===== src/sv/cppt_pkg.sv =====
// ---------------------------------------------------------------------------
// cppt_pkg: shared types and constants for the code page pair table lookup
// Widths, codes, state encoding and controller/datapath structs.
// ---------------------------------------------------------------------------
package cppt_pkg;

    localparam int TABLE_DEPTH = 32768;
    localparam int PROBE_COUNT = 16;
    localparam int ADDR_W      = $clog2(TABLE_DEPTH);
    localparam int PROBE_W     = $clog2(PROBE_COUNT + 1);
    localparam int CODE_W      = 16;
    localparam int IDX_W       = 15;
    localparam int CNT_W       = 16;
    localparam int ENTRY_W     = 2 * CODE_W;
    localparam int STATUS_W    = 2;

    localparam logic [CODE_W-1:0] ASCII_LIMIT = CODE_W'(16'h0080);

    // operation field
    localparam logic OP_CONVERT = 1'b0;
    localparam logic OP_LOAD    = 1'b1;

    // direction field
    localparam logic DIR_UNI_TO_OEM = 1'b0;
    localparam logic DIR_OEM_TO_UNI = 1'b1;

    // configuration register indexes
    localparam logic CFG_OEM_TO_UNI_COUNT = 1'b0;
    localparam logic CFG_UNI_TO_OEM_COUNT = 1'b1;

    typedef enum logic [STATUS_W-1:0] {
        ST_ASCII = 2'd0,
        ST_FOUND = 2'd1,
        ST_MISS  = 2'd2
    } t_status;

    typedef enum logic [1:0] {
        S_IDLE,
        S_PROBE,
        S_DONE
    } t_state;

    typedef struct packed {
        logic accept;    // request taken this cycle
        logic start;     // latch a convert request, set up search
        logic step;      // consume one probe result
        logic load_out;  // move result to output register
    } t_dp_cmd;

    typedef struct packed {
        logic is_convert;  // pending request is a convert
        logic short_path;  // ASCII or empty table: no search needed
        logic hit;         // current probe matched
        logic last_probe;  // current probe is the final one
        logic out_free;    // output register can take a result
    } t_dp_status;

endpackage


===== src/sv/cppt_ctrl.sv =====
// ---------------------------------------------------------------------------
// cppt_ctrl: request sequencer
// Accepts requests, runs the probe sequence and hands off the result.
// ---------------------------------------------------------------------------
module cppt_ctrl (
    input  logic                  i_clk,
    input  logic                  i_rst_n,
    input  logic                  i_req_valid,
    output logic                  o_req_ready,
    input  cppt_pkg::t_dp_status  i_status,
    output cppt_pkg::t_dp_cmd     o_cmd
);
    import cppt_pkg::*;

    t_state r_state;
    t_state n_state;

    always_ff @(posedge i_clk) begin
        if (!i_rst_n) begin
            r_state <= S_IDLE;
        end else begin
            r_state <= n_state;
        end
    end

    always_comb begin
        n_state     = r_state;
        o_cmd       = '0;
        o_req_ready = 1'b0;
        unique case (r_state)
            S_IDLE: begin
                o_req_ready = 1'b1;
                if (i_req_valid) begin
                    o_cmd.accept = 1'b1;
                    if (i_status.is_convert) begin
                        o_cmd.start = 1'b1;
                        n_state     = i_status.short_path ? S_DONE : S_PROBE;
                    end
                end
            end
            S_PROBE: begin
                o_cmd.step = 1'b1;
                if (i_status.hit || i_status.last_probe) begin
                    n_state = S_DONE;
                end
            end
            S_DONE: begin
                if (i_status.out_free) begin
                    o_cmd.load_out = 1'b1;
                    n_state        = S_IDLE;
                end
            end
            default: begin
                n_state = S_IDLE;
            end
        endcase
    end
endmodule


===== config.mk =====
export PLATFORM = sky130hd
export DESIGN_NAME = cppt_ctrl
export DESIGN_NICKNAME = d
export VERILOG_FILES = /design/src/sv/cppt_pkg.sv /design/src/sv/cppt_ctrl.sv
export SDC_FILE = /design/constraint.sdc
export NUM_CORES = 1
export LEC_CHECK = 0
export ABC_AREA = 1
export BUFFER_PORTS_ARGS = -buffer_cell sky130_fd_sc_hd__buf_2
export CAP_MARGIN = 20
export CORE_AREA = 2 2 39 41
export CTS_CLUSTER_SIZE = 12
export DETAILED_ROUTE_END_ITERATION = 8
export DIE_AREA = 0 0 41 43
export GPL_ROUTABILITY_DRIVEN = 0
export GPL_TIMING_DRIVEN = 0
export PLACE_DENSITY = 0.39
export SYNTH_ARGS = -nofsm -noshare
export SYNTH_HDL_FRONTEND = slang
export SYNTH_SLANG_ARGS = --single-unit

===== constraint.sdc =====
create_clock -name i_clk -period 0.8 [get_ports i_clk]
set_clock_uncertainty 0.15 [all_clocks]
set_input_delay 0.16 -clock i_clk [delete_from_list [all_inputs] [get_ports i_clk]]
set_output_delay 0.16 -clock i_clk [all_outputs]
set_load 0.1 [all_outputs]

# ---- Word level (Yosys, flattened, before mapping)
# Index checks and enable logic that the tools add are counted.
dict set report classes {
  muxes 13
  reduce_logical 3
  n_eq_ne 6
}
# op n
set ops {}
lappend ops {{2-to-1 mux 2 bit} 7}
lappend ops {{!= test 2 bit (second input constant)} 4}
lappend ops {{case mux 2 bit (3 select lines)} 1}
lappend ops {{2-to-1 mux 1 bit} 5}
lappend ops {{AND reduction 4 bit} 1}
lappend ops {{equality test 2 x 1 -> 1 bit (second input constant)} 1}
lappend ops {{equality test 2 bit (second input constant)} 1}
lappend ops {{zero test 2 bit} 1}
lappend ops {{logical OR 1 bit} 1}
dict set report word_totals {
  output_inout_bits 5
  inputBits 8
  ff_bits 2
}

# ---- Logic depth before layout (Yosys ltp)
dict set report logic_depth {
  ltp_word 4
  depth_mapped 5
}

# ---- Worst setup path after synthesis
# No wires, ideal clock.
dict set report synth_timing {
  path_type {reg2out}
  startpoint {reg r_state[1]}
  endpoint {out o_cmd[2] (netlist name)}
  t_required_ps 490
  setup_slack_ps -2157
  t_arrival_ps 2647
  path_stages_with_launch 4
  cell_sequence {dfxtp_1 > nor2_2 > inv_1 > nor2_1}
}
# element line
set synth_lines {}
lappend synth_lines {{start: declaration} cppt_ctrl.sv:15} ;# t_state r_state;
lappend synth_lines {{start signal: assignment} cppt_ctrl.sv:22} ;# r_state <= n_state;
lappend synth_lines {{end: declaration} cppt_ctrl.sv:11} ;# output cppt_pkg::t_dp_cmd o_cmd

==> metrics.md <==
| Metric | Value |
|---|---|
| Fin. Hold Viols | 0 |
| Later-pin clock latency in the skew report | about 0.22 ns |
| Final Cycle Share | 1.68 |
| I/O Buffers | 12 |
| Top Registers | r_state: 2 flops |
| Area grow syn2layout | 162% |
| Slew of the pin with the lowest slew margin | 0.171 ns |
| CTS tree | built |
| Share of cells above drive strength 1 | 0.674 |
| Cell taking the most area after synthesis | dfxtp_1 |
| Clock-pin transition on the worst setup and hold timing paths | 0.03 ns |
| Setup crit end kind | output pin |
| Post-synth ARST share | 0 |
| Top cells by count, synth | 6 x inv_1, 6 x nand2_1, 3 x nand3_1, 3 x nor2_1, 3 x nor2_2 |
| CTS H-tree lvls | 1 |
| Area share of the largest cell type after synthesis | 0.271 |
| Fin nets | 53 |
| Largest register by flop count | r_state |
| Final wirelength | 408 µm |
| Sw frac | 0.426 |
| Post-route antenna net violation count | 0 |
| Worst path cell trace | nor2_4, inv_2, nor2_4, buf_12 |
| Primary FF master, synth | dfxtp_1 |
| Distinct cell type count after synthesis | 9 |
| Tmin final | 1.34 ns |
| Synth warn | 0 |
| Initial antenna violation count | 0 |
| Seq/Total Area, Yosys | 0.271 |
| Synth Area in Simple Gates | 0.492 |
| Leakage | 0.180 nW |
| Mean Syn Cell Area | 5.68 µm² |
| Main combinational cell family by area after synthesis | simple AND/OR/NAND/NOR gates |
| Crit start category | flip-flop |
| Power Dens Cells | 1880 nW/µm² |
| First-pass GRT wire length | between 600 and 700 µm |
| Clock share of power | 0.297 |
| Antenna Diode Count | 0 |
| Setup_tns | -3.09 ns |
| Reg power frac | 0.167 |
| Iter 0 DRT Violations | 3 |
| Bufs on Longest Clock Path | 2 |
| Slew Limit Headroom | 0.885 |
| HPWL after DPL | about 360 µm |
| Top post-synthesis cells by area | dfxtp_1 27%, inv_1 15%, nand2_1 15% |
| Sw power | 0.309 mW |
| Mux cell area share after synthesis | 0 |
| Tightest Hold Check Type | input port to flip-flop |
| Initial Util | 0.107 |
| GRT Residual Overflow | 0 |
| Router iterations before antenna repair | 4 |
| Setup violators final | 7 |
| Post-synth EDFFs | 0 |
| Number of flip-flops in the largest register | 2 |
| Root buffer selected by CTS | clkbuf_4 |
| Max Freq | approximately 740 MHz |
| Logic pwr share | 0.536 |
| Worst path required time | just under 0.5 ns |
| Crit Path Max Fanout | 4 |
| Slowest CP cell | dfxtp_4 |
| Mapped Area | roughly 150 µm² |
| Largest net degree at the start of global routing | 5 |
| Path type of the worst setup path | flip-flop to output pin |
| Most used cell along the critical path | nor2_4 |
| Die Ht | around 43 µm |
| Die area | 1760 µm² |
| Final std cells w/o fill | 59 |
| Rows | 14 |
| DR vias/cell | approximately 3.6 |
| Vias post-DR | between 200 and 250 |
| Status | finished, violations left |
| TritonCTS buffer count | 3 |
| #FFs+latches synth | 2 |
| Ports | 13 |
| Setup WS post-layout | -0.544 ns |
| Post-Syn Nets | 34 |
| WP data arrival | 1.03 ns |
| Internal power | 0.417 mW |
| CP peak stage delay | 0.35 ns |
| Complex-gate fraction of the synthesized area | 0.0847 |
| Max cap viols | 0 |
| Global Route Usage Sum | 0.0571 |
| Residual DRC | 0 |
| CORE AREA | 1380 µm² |
| Synthesized instance count | 26 |
| Failing checks | setup timing |
| DP Worst Slack | -0.570 ns |
| RSZ-0062 raised after global routing | yes |
| Vias in the first global route | 164 |
| Worst vdd ir | 0.000501 V |
| Hold WS | 0.00764 ns |
| Placed insts | 54 |
| Die Wd | 41 µm |
| Wirelength per Cell | ~6.9 µm |
| Slew Limit Fails | 0 |
| XOR/XNOR Fraction of Synth Area | 0 |
| Post-Synth Adder-Cell Area | 0 |
| Sink Count | 2 |
| Design Power | 0.726 mW |
==> path summary, 6_finish.rpt <==
| kind | from | end | slack (ns) | cells after the start |
|---|---|---|---|---|
| setup / recovery | r_state[1] | o_cmd[2] | -0.54 | 4 |
| hold / removal | i_rst_n | r_state[1] | 0.008 | 3 |
| setup reg to reg | r_state[1] | r_state[0] | -0.26 | 5 |
| hold reg to reg | r_state[1] | r_state[1] | 0.40 | 2 |
==> critical path, delay by kind of cell (launching register included) <==
family	cells	cell delay, ns
buffers and inverters	2	0.25
flip-flops	1	0.35
AND/OR/NAND/NOR	2	0.21
==> cell families (layout without fill, tap and decap cells) <==
kind of cell,count (synthesis),after routing
buf+inv,6,23
flops,2,2
compound gates,2,2
simple gates,16,16
==> placed cells by master, fill, tap and decap left out <==
cell      n
inv_1     3
nand3_1   3
buf_2     7
nor2_4    4
dfxtp_4   2
nand2_1   5
a21oi_1   1
nand2_2   1
o21a_1    1
clkbuf_4  3
inv_2     3
nor3_4    1
nor2_1    1
buf_12    5
buf_4     2
nor2_2    1
==> power by group through the flow <==
stage	combinational (mW)	sequential [mW]	clock, mW
6_report	0.390	0.121	0.216
5_1_grt	0.407	0.123	0.248
4_1_cts	0.394	0.121	0.234
3_5_place_dp	0.291	0.126	0
3_3_place_gp	0.290	0.127	0
2_1_floorplan	0.246	0.125	0
==> layout make-up <==
class	count	area, µm²
multi-input cells	18	124
fillers	163	997
inverters	6	22.5
flip-flops and latches	2	47.5
well taps	16	20.0
clock buffers	3	22.5
repair buffers	14	150
==> repair_timing <==
item / CTS / global route
buffers inserted: 2 / 0
setup endpoints to repair: 7 / 7
pin swaps: 4 / 1
hold buffers: 0 / 0
resized for setup: 25 / 0
==> metrics by stage <==
| step | util | area [µm²] |
|---|---|---|
| after floorplan | - | 186 |
| after global placement | 0.193 | 267 |
| after detailed placement | 0.193 | 267 |
| after CTS | 0.279 | 387 |
| after global routing | 0.279 | 387 |
| final | 0.279 | 387 |
==> per-layer routing <==
metal | track usage | share of wire | up-vias | wire length [µm]
met4 | 0.0200 | 0 | 0 | 0
met2 | 0.0656 | 0.47 | 7 | 192
li1 | - | - | 114 | -
met3 | 0.0628 | 0.10 | 0 | 42
met5 | 0 | 0 | - | 0
met1 | 0.0669 | 0.42 | 94 | 173
(Power assumes the default switching activity.)
